File: src/rtl/core/star_polygon_vertex_generator_unit_macros.svh
// Assertion helpers; clk and arst_n are taken from the enclosing module.
`ifndef STAR_POLYGON_VERTEX_GENERATOR_UNIT_MACROS_SVH
`define STAR_POLYGON_VERTEX_GENERATOR_UNIT_MACROS_SVH
`ifndef SYNTHESIS
`define SPVG_ASSERT(lbl, prop, msg) \
	lbl: assert property (@(posedge clk) disable iff (!arst_n) (prop)) else $error(msg);
`define SPVG_NEVER(lbl, expr, msg) \
	lbl: assert property (@(posedge clk) disable iff (!arst_n) !(expr)) else $error(msg);
`else
`define SPVG_ASSERT(lbl, prop, msg)
`define SPVG_NEVER(lbl, expr, msg)
`endif
`endif

File: src/rtl/core/spvg_pkg.sv
`default_nettype none
package spvg_pkg;
	localparam logic [23:0] QUARTER_TURN = 24'h400000;
	localparam logic [16:0] ONE_FACTOR = 17'h10000;
	localparam logic signed [33:0] CORDIC_GAIN = 34'sd652032874;

	typedef struct packed {
		logic signed [23:0] cx;
		logic signed [23:0] cy;
		logic [23:0] w;
		logic [23:0] h;
		logic [16:0] fv;
		logic [5:0] idx;
		logic last;
	} meta_t;

	// round(2^24 / count), halves up
	function automatic logic [23:0] step_for(input logic [6:0] c);
		logic [23:0] r;
		r = '0;
		case (c)
			7'd3: r = 24'd5592405;
			7'd6: r = 24'd2796203;
			7'd8: r = 24'd2097152;
			7'd10: r = 24'd1677722;
			7'd12: r = 24'd1398101;
			7'd14: r = 24'd1198373;
			7'd16: r = 24'd1048576;
			7'd18: r = 24'd932068;
			7'd20: r = 24'd838861;
			7'd22: r = 24'd762601;
			7'd24: r = 24'd699051;
			7'd26: r = 24'd645278;
			7'd28: r = 24'd599186;
			7'd30: r = 24'd559241;
			7'd32: r = 24'd524288;
			7'd34: r = 24'd493448;
			7'd36: r = 24'd466034;
			7'd38: r = 24'd441506;
			7'd40: r = 24'd419430;
			7'd42: r = 24'd399458;
			7'd44: r = 24'd381300;
			7'd46: r = 24'd364722;
			7'd48: r = 24'd349525;
			7'd50: r = 24'd335544;
			7'd52: r = 24'd322639;
			7'd54: r = 24'd310689;
			7'd56: r = 24'd299593;
			7'd58: r = 24'd289262;
			7'd60: r = 24'd279620;
			7'd62: r = 24'd270600;
			7'd64: r = 24'd262144;
			default: r = '0;
		endcase
		return r;
	endfunction

	// atan(2^-i) in 2^-32 turn
	function automatic logic [31:0] atan_at(input logic [4:0] i);
		logic [31:0] r;
		r = '0;
		case (i)
			5'd0: r = 32'd536870912;
			5'd1: r = 32'd316933406;
			5'd2: r = 32'd167458907;
			5'd3: r = 32'd85004756;
			5'd4: r = 32'd42667331;
			5'd5: r = 32'd21354465;
			5'd6: r = 32'd10679838;
			5'd7: r = 32'd5340245;
			5'd8: r = 32'd2670163;
			5'd9: r = 32'd1335087;
			5'd10: r = 32'd667544;
			5'd11: r = 32'd333772;
			5'd12: r = 32'd166886;
			5'd13: r = 32'd83443;
			5'd14: r = 32'd41722;
			5'd15: r = 32'd20861;
			5'd16: r = 32'd10430;
			5'd17: r = 32'd5215;
			5'd18: r = 32'd2608;
			5'd19: r = 32'd1304;
			5'd20: r = 32'd652;
			5'd21: r = 32'd326;
			5'd22: r = 32'd163;
			5'd23: r = 32'd81;
			default: r = '0;
		endcase
		return r;
	endfunction
endpackage
`default_nettype wire

File: src/rtl/core/spvg_seq.sv
`default_nettype none
module spvg_seq import spvg_pkg::*; #(
	parameter int MAX_SIDES = 32
) (
	input wire logic clk,
	input wire logic arst_n,
	input wire logic adv,
	input wire logic req_valid,
	output logic req_stall,
	input wire logic signed [23:0] center_x,
	input wire logic signed [23:0] center_y,
	input wire logic [23:0] rect_width,
	input wire logic [23:0] rect_height,
	input wire logic [5:0] side_count,
	input wire logic signed [17:0] inner_factor,
	output logic issue_valid,
	output logic [23:0] issue_phase,
	output meta_t issue_meta
);
	logic busy_q;
	logic [5:0] idx_q;
	logic [6:0] total_q;
	logic [23:0] phase_q, step_q;
	logic [16:0] fac_q;
	logic signed [23:0] cx_q, cy_q;
	logic [23:0] w_q, h_q;
	logic [5:0] n_cl;
	logic [6:0] count;
	logic [16:0] f_cl;
	logic last;

	always_comb begin
		n_cl = (side_count > 6'(MAX_SIDES)) ? 6'(MAX_SIDES) : side_count;
		count = (n_cl < 6'd3) ? 7'd3 : {n_cl, 1'b0};
		if (inner_factor[17]) f_cl = '0;
		else if (inner_factor > 18'sd65536) f_cl = ONE_FACTOR;
		else f_cl = inner_factor[16:0];
		last = ({1'b0, idx_q} + 7'd1) == total_q;
	end

	assign req_stall = busy_q;
	assign issue_valid = busy_q;
	assign issue_phase = phase_q;
	assign issue_meta = '{cx: cx_q, cy: cy_q, w: w_q, h: h_q,
		fv: idx_q[0] ? ONE_FACTOR : fac_q, idx: idx_q, last: last};

	always_ff @(posedge clk or negedge arst_n) begin
		if (!arst_n) begin
			busy_q <= 1'b0;
			idx_q <= '0;
			total_q <= '0;
			phase_q <= QUARTER_TURN;
			step_q <= '0;
		end else if (!busy_q) begin
			if (req_valid) begin
				busy_q <= 1'b1;
				idx_q <= '0;
				total_q <= count;
				phase_q <= QUARTER_TURN;
				step_q <= step_for(count);
			end
		end else if (adv) begin
			idx_q <= idx_q + 6'd1;
			phase_q <= phase_q + step_q;
			if (last) busy_q <= 1'b0;
		end
	end

	always_ff @(posedge clk) begin
		if (!busy_q && req_valid) begin
			cx_q <= center_x;
			cy_q <= center_y;
			w_q <= rect_width;
			h_q <= rect_height;
			fac_q <= f_cl;
		end
	end
endmodule
`default_nettype wire

File: config.mk
export PLATFORM = sky130hd
export DESIGN_NAME = spvg_seq
export DESIGN_NICKNAME = d
export VERILOG_FILES = /design/src/rtl/core/star_polygon_vertex_generator_unit_macros.svh /design/src/rtl/core/spvg_pkg.sv /design/src/rtl/core/spvg_seq.sv
export SDC_FILE = /design/constraint.sdc
export NUM_CORES = 1
export LEC_CHECK = 0
export ABC_AREA = 1
export BUFFER_PORTS_ARGS = -buffer_cell sky130_fd_sc_hd__buf_2
export CAP_MARGIN = 30
export CORE_MARGIN = 4
export CORE_UTILIZATION = 30
export CTS_CLUSTER_SIZE = 20
export DETAILED_ROUTE_END_ITERATION = 6
export SLEW_MARGIN = 0
export SYNTH_ARGS = -nofsm -noshare
export SYNTH_HDL_FRONTEND = slang
export SYNTH_SLANG_ARGS = --single-unit
File: constraint.sdc
create_clock -name clk -period 4.7 [get_ports clk]
set_input_delay 0.47 -clock clk [delete_from_list [all_inputs] [get_ports clk]]
set_output_delay 0.47 -clock clk [all_outputs]
set_load 0.05 [all_outputs]
After elaboration in Yosys (flattened, before gate mapping):

Memories as Yosys holds them, arrays and structs flattened. A register that Yosys moved wholly into a read port is not among the register bits.
Index checks and enable logic that the tools add are counted.

* $add $sub $neg: 3
* $lt $le $gt $ge: 3
* eq/ne operators: 2
* multiplexer cells: 14
* bitwise operators: 1
* reduce and logical (&&, ||, !) cells: 7

Operator list (number)
* 2-to-1 mux 24 bit: 3
* 2-to-1 mux 17 bit: 2
* adder 24 bit: 1
* 2-to-1 mux 6 bit: 4
* > comparator 18 bit (second input constant): 1
* adder 6 x 1 -> 7 bit (second input constant): 1
* equality test 7 bit: 1
* 2-to-1 mux 7 bit: 1
* adder 6 x 1 -> 6 bit (second input constant): 1
* > comparator 6 bit (second input constant): 1
* < comparator 6 x 2 -> 1 bit (second input constant): 1
* 2-to-1 mux 1 bit: 4
* AND reduction 2 bit: 2
* zero test 1 bit: 2
* inequality test 2 bit (second input constant): 1
* nonzero test 2 bit: 1
* OR reduction 2 bit: 1
* logical AND 1 bit: 1
* NOT 1 bit: 1

* bits in registers: 175
* ROM bits: 2944
* input port bits: 124
* output and inout bits: 146
* word-level logic and storage cells: 42
* memories kept: 1

Memories
* (no name shown): words 128, bits a word 23, read ports 1, clocked after Yosys merged registers in 1, write ports 0, RTL line spvg_pkg.sv:21 `case (c)`

Depth between registers and ports, before layout:

Gate-level depths: netlist of run 1.

* depth in word-level cells: 5
* mapped depth: 13

Worst setup path before layout of run 1:

No wires, ideal clock.

* path type: register to register
* from: register busy_q (netlist: issue_valid)
* to: register cx_q[0], enable pin
* library setup time: 0.424 ns
* arrival: 2.313 ns
* required time: 4.276 ns
* setup slack: 1.963 ns
* cell stages (with the launch flop): 3
* period minus slack after synthesis: 2.737 ns
* path through: dfrtp_1 nor2_4 buf_2

* cells in the longest elaborated chain, start to end: 2

RTL lines
* from (decl): RTL line spvg_seq.sv:20 `logic busy_q;`
* from (signal assigned): RTL line spvg_seq.sv:49 `busy_q <= 1'b0;`
* from (signal assigned): RTL line spvg_seq.sv:56 `busy_q <= 1'b1;`
* from (signal assigned): RTL line spvg_seq.sv:65 `if (last) busy_q <= 1'b0;`
* zero test 1 bit: RTL line spvg_seq.sv:70 `if (!busy_q && req_valid) begin`
* logical AND 1 bit: RTL line spvg_seq.sv:70
* to (signal assigned): RTL line spvg_seq.sv:71 `cx_q <= center_x;`
* to (decl): RTL line spvg_seq.sv:25 `logic signed [23:0] cx_q, cy_q;`

Every way passes these cells.
A chain may end at the register's enable or synchronous reset.

==> flow_summary.ini, run 1 <==
[outcome]
status = finished, final reports clean

[layout]
nets = 1322
final_cell_mix = buf_2, nand2_1, edfxtp_1
layout-drive-gt1-share_pct = 28.3
areaGrowthSynthToFinish_pct = 27.5
final_common_cell = buf_2
stdcell_count = 1566
final_core_util_pct = 38.7
final_cell_area_mm2 = 0.0107

[power_and_ir_drop]
internal_power_mw = 3.35
clockPowerShare_pct = 22.4
peakVddDrop_mv = 0.228
seq_power_share_pct = 35.9
leakagePower_nw = 5.16
p_per_area_mw_per_mm2 = 571
swShare_pct = 45.3
power.total_mw = 6.12
comb_power_share_pct = 41.7
p_switching_mw = 2.77

[timing]
setup_slack_ns = 1.70
fin_worst_skew_ns = 0.0150
fmaxAchievable_ghz = 0.333
max_slew.worst_pin.slew_ns = 0.835
rsz0062_at_grt = no
finalCriticalPeriod_ns = 3.00
finalHoldViolCount = 0
setup-tns-final_ns = 0
holdWs_ns = 0.210
finalCritPeriodShare_pct = 63.9
slew-limit-headroom_pct = 44.1
final_max_slew_viol_count = 0
finalSetupViolCount = 0

[grt]
gr-usage-all-layers_pct = 17.9
antenna_found_initial = 6
grt_max_degree = 66
grt_pass1_wl_mm = 42.8
grt_overflow = 0
first_global_vias = 7340

[critical_path]
startpoint = idx_q[0]
critPathCaptureType = output port
crit_required_ns = 4.23
start_kind = register
reg2regPathDepth = 7
reg2reg_from = issue_valid
crit_type = register to output port
arrival_ns = 2.53
cp_max_fo = 25

[cts]
ctsResizeCount = 0
cts.sinks = 174
cts_buffer_depth = 2
clk_latency_ns = 0.43
cts-root-buf = clkbuf_16
holdBufCountCts = 0
cts_max_level = 4
clk_pin_slew_ns = 0.08
cts_tree = yes
cts_made_buffers = 17
post_cts_buffers = 0

[synth]
synth.avg_cell_area_um2 = 9.33
ys_seq_elements = 174
netlist-cell-type-count = 45
netlist_area_mm2 = 0.00842
synth_edf_count = 113
synth_async_sr_flop_share_pct = 35.1
ys_warn_count = 0
syn_inst = 902
synth_flop_cell = edfxtp_1
seq_area_frac_synth_pct = 58.5
synth_nets = 1051

[routing]
firstDrtPassIters = 5
drc = 0
ant_nets = 0
num_vias = 7289
viasPerCell = 4.65
wl_mm = 27.8
dr.first_iter.drc_count = 501
wl_per_cell_um = 17.7

[min_path]
hold_path.class = primary input to register
worstHoldStart = center_y[16]
whs_path_depth = 1

[die]
dieArea_mm2 = 0.0308
fp.dieH_um = 175
ios = 270
rows = 61
design.core.area_mm2 = 0.0277
fp.dieW_um = 175
start_util_pct = 30.4

[placed_design]
dpl_cell_area_mm2 = 0.0102
place_congestion = 0.948
post-dp-hpwl_mm = 21.7
pre_cts_slack_ns = 1.99
dp.cells = 1532
portBuffers = 269

[flow_run]
drv_cap = 0
-- layer usage --
metal	global-route usage, %	part of all wire, %	up-vias
met5	0	0.10	-
met4	4.39	1.6	6
met3	6.74	9.1	29
met2	31.1	50	270
met1	21.1	39	3430
li1	-	-	3554
-- power by group through the flow --
stage	sequential, mW	clock, mW	combinational [mW]
floorplan	2.67	0	1.39
global placement	2.23	0	2.54
detailed placement	2.23	0	2.55
CTS	2.20	1.41	2.56
global route	2.24	1.48	2.83
finish	2.20	1.37	2.55
-- synthesized netlist by cell type (2+ instances only) --
| cell | count | area share, % |
|---|---|---|
| edfxtp_1 | 113 | 40 |
| a31oi_1 | 2 | 0.15 |
| o211ai_1 | 3 | 0.27 |
| o22ai_1 | 5 | 0.37 |
| o221ai_1 | 2 | 0.21 |
| ha_1 | 24 | 3.6 |
| nor2_4 | 5 | 0.67 |
| or2_2 | 3 | 0.22 |
| clkbuf_1 | 10 | 0.45 |
| nand4_1 | 16 | 1.2 |
| dfrtp_1 | 60 | 18 |
| buf_4 | 2 | 0.18 |
| o21a_1 | 2 | 0.18 |
| o21ai_0 | 49 | 2.9 |
| xor2_1 | 2 | 0.21 |
| o21bai_1 | 5 | 0.45 |
| buf_2 | 6 | 0.36 |
| nor2_1 | 83 | 3.7 |
| nand3_1 | 47 | 2.8 |
| inv_2 | 6 | 0.27 |
| nand2_2 | 7 | 0.52 |
| nand3_4 | 2 | 0.42 |
| nor3_1 | 8 | 0.48 |
| a21oi_1 | 48 | 2.9 |
| inv_1 | 102 | 4.5 |
| nand3_2 | 2 | 0.24 |
| a22o_1 | 2 | 0.21 |
| buf_1 | 2 | 0.089 |
| o21ai_1 | 6 | 0.36 |
| nand2_1 | 263 | 12 |
-- cell type report --
type                            count  area [um^2]
Fill cell                        2832        17000
Sequential cell                   174         4920
Multi-Input combinational cell    598         2980
Timing Repair Buffer              273         1380
Tap cell                          378          473
Clock buffer                       19          433
Inverter                          109          412
Clock inverter                     13          126
Antenna cell                        2         5.00
-- worst max-delay path, stage by stage (launching register included) --
cell	delay [ns]
dfrtp_1	0.82
ha_1	0.31
nand2_1	0.08
o21ai_0	0.16
nand2_1	0.10
xnor2_1	0.13
nor2_1	0.08
nand3_1	0.11
inv_1	0.06
buf_2	0.26
-- flip-flops by register name (all words and copies together), names as in the netlist --
| register | flops |
|---|---|
| cx_q | 24 |
| cy_q | 24 |
| h_q | 24 |
| issue_phase | 24 |
| w_q | 24 |
| step_q | 23 |
| fac_q | 17 |
| total_q | 7 |
| idx_q | 6 |
| issue_valid | 1 |
-- kinds of logic (layout without fill, tap and decap cells) --
| group | count (synthesis) | in the layout | synth area share, % |
|---|---|---|---|
| compound gates | 130 | 130 | 8.70 |
| xor+xnor | 4 | 4 | 0.580 |
| fa+ha+maj | 25 | 25 | 3.81 |
| buf+inv | 130 | 414 | 6.10 |
| flops | 174 | 174 | 58.5 |
| other cells | 0 | 2 | 0 |
| simple gates | 439 | 439 | 22.3 |
-- path summary, 6_finish.rpt --
path,slack [ns],endpoint
max,1.70,issue_meta[0]
min reg2reg,0.50,step_q[2]
min in group asynchronous,0.22,issue_phase[14]
max in group asynchronous,3.94,step_q[19]
min,0.21,cy_q[16]
max reg2reg,2.08,issue_phase[22]
Power figures use the tool's default switching activity.
==> run 2, diff against run 1 <==
==> constraint.sdc (replaced) <==
create_clock -name clk -period 2.76 [get_ports clk]
set_input_delay 0.276 -clock clk [delete_from_list [all_inputs] [get_ports clk]]
set_output_delay 0.276 -clock clk [all_outputs]
set_load 0.05 [all_outputs]
==> run 2 against run 1 <==
  * Wire length up 2.9%
  * Non-clock buffer count up 60
  * Utilization up 2.3 points
  * Sequential share of layout area down 2.6 points
  * Via count up 2.3%
  * Total power up 74%
  * First-iteration DRC count down 13%
  * Combinational power up 76%
  * Hold slack worse by 0.20 ns
  * Clock skew up 0.019 ns
  * Setup slack worse by 1.3 ns
==> flow_summary.ini, run 2 (synthesis results as in run 1) <==
[cts]
holdBufCountCts = 51
clk_pin_slew_ns = 0.07
post_cts_buffers = 0
cts_max_level = 4
cts.sinks = 174
cts_tree = yes
clk_latency_ns = 0.45
cts_buffer_depth = 2
ctsResizeCount = 0
cts-root-buf = clkbuf_16
cts_made_buffers = 17

[critical_path]
crit_buf_inv = 3
cp_max_fo = 5
crit_family = simple AND/OR/NAND/NOR gates
critPathMaxStageDelay_ns = 0.44
start_kind = register
arrival_ns = 2.12
crit_type = register to output port
cp_common_cell = nand2_1
critPathCaptureType = output port
crit_required_ns = 2.48
crit_path_top_delay_cell = dfrtp_1
path_cells = ha_1 > inv_1 > nand2_1 > nand2_1 > xor2_1 > nand2_1 > nor3_1 > nand3_1 > inv_1 > buf_2

[layout]
final_cell_mix = buf_2, nand2_1, edfxtp_1
nets = 1382
areaGrowthSynthToFinish_pct = 35.0
final_common_cell = buf_2
final_core_util_pct = 41.0
layout-drive-gt1-share_pct = 27.6

[timing]
slew-limit-headroom_pct = 48.9
setup-tns-final_ns = 0
finalSetupViolCount = 0
rsz0062_at_grt = no
final_max_slew_viol_count = 0
max_slew.worst_pin.slew_ns = 0.766
finalCritPeriodShare_pct = 86.7
fmaxAchievable_ghz = 0.418
finalHoldViolCount = 0
finalCriticalPeriod_ns = 2.39
fin_worst_skew_ns = 0.0343

[grt]
grt_pass1_wl_mm = 44.1
antenna_found_initial = 3
grt_max_degree = 126
first_global_vias = 7753
gr-usage-all-layers_pct = 18.5
grt_overflow = 0

[min_path]
hold_path.class = primary input to register

[flow_run]
drv_cap = 0

[placed_design]
portBuffers = 269
post-dp-hpwl_mm = 21.8
place_congestion = 0.900

[die]
rows = 61
start_util_pct = 30.4
fp.dieH_um = 175
fp.dieW_um = 175
ios = 270
dieArea_mm2 = 0.0308
design.core.area_mm2 = 0.0277

[routing]
dr.first_iter.drc_count = 436
wl_mm = 28.6
viasPerCell = 4.59
num_vias = 7456
ant_nets = 0
wl_per_cell_um = 17.6
drc = 0
firstDrtPassIters = 5

[power_and_ir_drop]
power.total_mw = 10.6
p_per_area_mw_per_mm2 = 935
leakagePower_nw = 5.45
peakVddDrop_mv = 0.521

[outcome]
status = finished, final reports clean
run 2: area by class of cell:
type                       count  area [um^2]
fill                        2775        16300
tap                          378          473
clock buffer                  17          425
inverter                     109          412
antenna                        1         2.50
clock inverter                15          176
multi-input combinational    598         2980
timing repair buffer         333         1970
sequential                   174         4920
run 2: stage by stage:
| step | instances | hold slack (ns) | worst slack [ns] | cell area, um^2 |
|---|---|---|---|---|
| after CTS | 1622 | 0.0000689 | 0.299 | 11300 |
| after detailed placement | 1539 | 0.283 | 0.576 | 10200 |
| after global placement | 1538 | 0.288 | 0.599 | 10200 |
| after global routing | 1625 | 0.0000915 | 0.0890 | 11400 |
| final | 1625 | 0.0103 | 0.366 | 11400 |
| after floorplan | 902 | -0.0196 | 0.0232 | 8420 |
run 2: worst paths after layout:
path,to,start,depth (start not counted),slack (ns)
min,cx_q[4],center_x[4],1,0.01
max,issue_meta[0],idx_q[1],10,0.37
min in group asynchronous,issue_phase[5],arst_n,2,0.37
max reg2reg,issue_phase[16],issue_phase[0],12,0.52
max in group asynchronous,step_q[20],arst_n,3,1.70
min reg2reg,step_q[15],step_q[15],2,0.50
run 2: power breakdown:
group          switching (mW)  leakage (nW)  internal (mW)
sequential              0.388          1.79           3.28
combinational            3.19          3.37           1.30
clock                    1.25         0.293           1.23
total                    4.82          5.45           5.80
run 2: worst reg2reg max path, cell delays in order, from the launching register on:
cell     delay [ns]
dfrtp_1        0.40
ha_1           0.26
fa_1           0.40
nand2_1        0.09
nand3_1        0.10
nand2_1        0.11
nor2_1         0.05
or2_2          0.33
nand2_1        0.07
nand2_1        0.06
nand2_1        0.06
nand2_1        0.05
o21ai_0        0.17
run 2: routing by layer:
layer	up-vias	GRT usage, %	wire [um]
li1	3678	-	-
met1	3465	21.2	11200
met2	259	32.0	14100
met3	50	6.31	2300
met4	4	6.99	969
met5	-	0	26
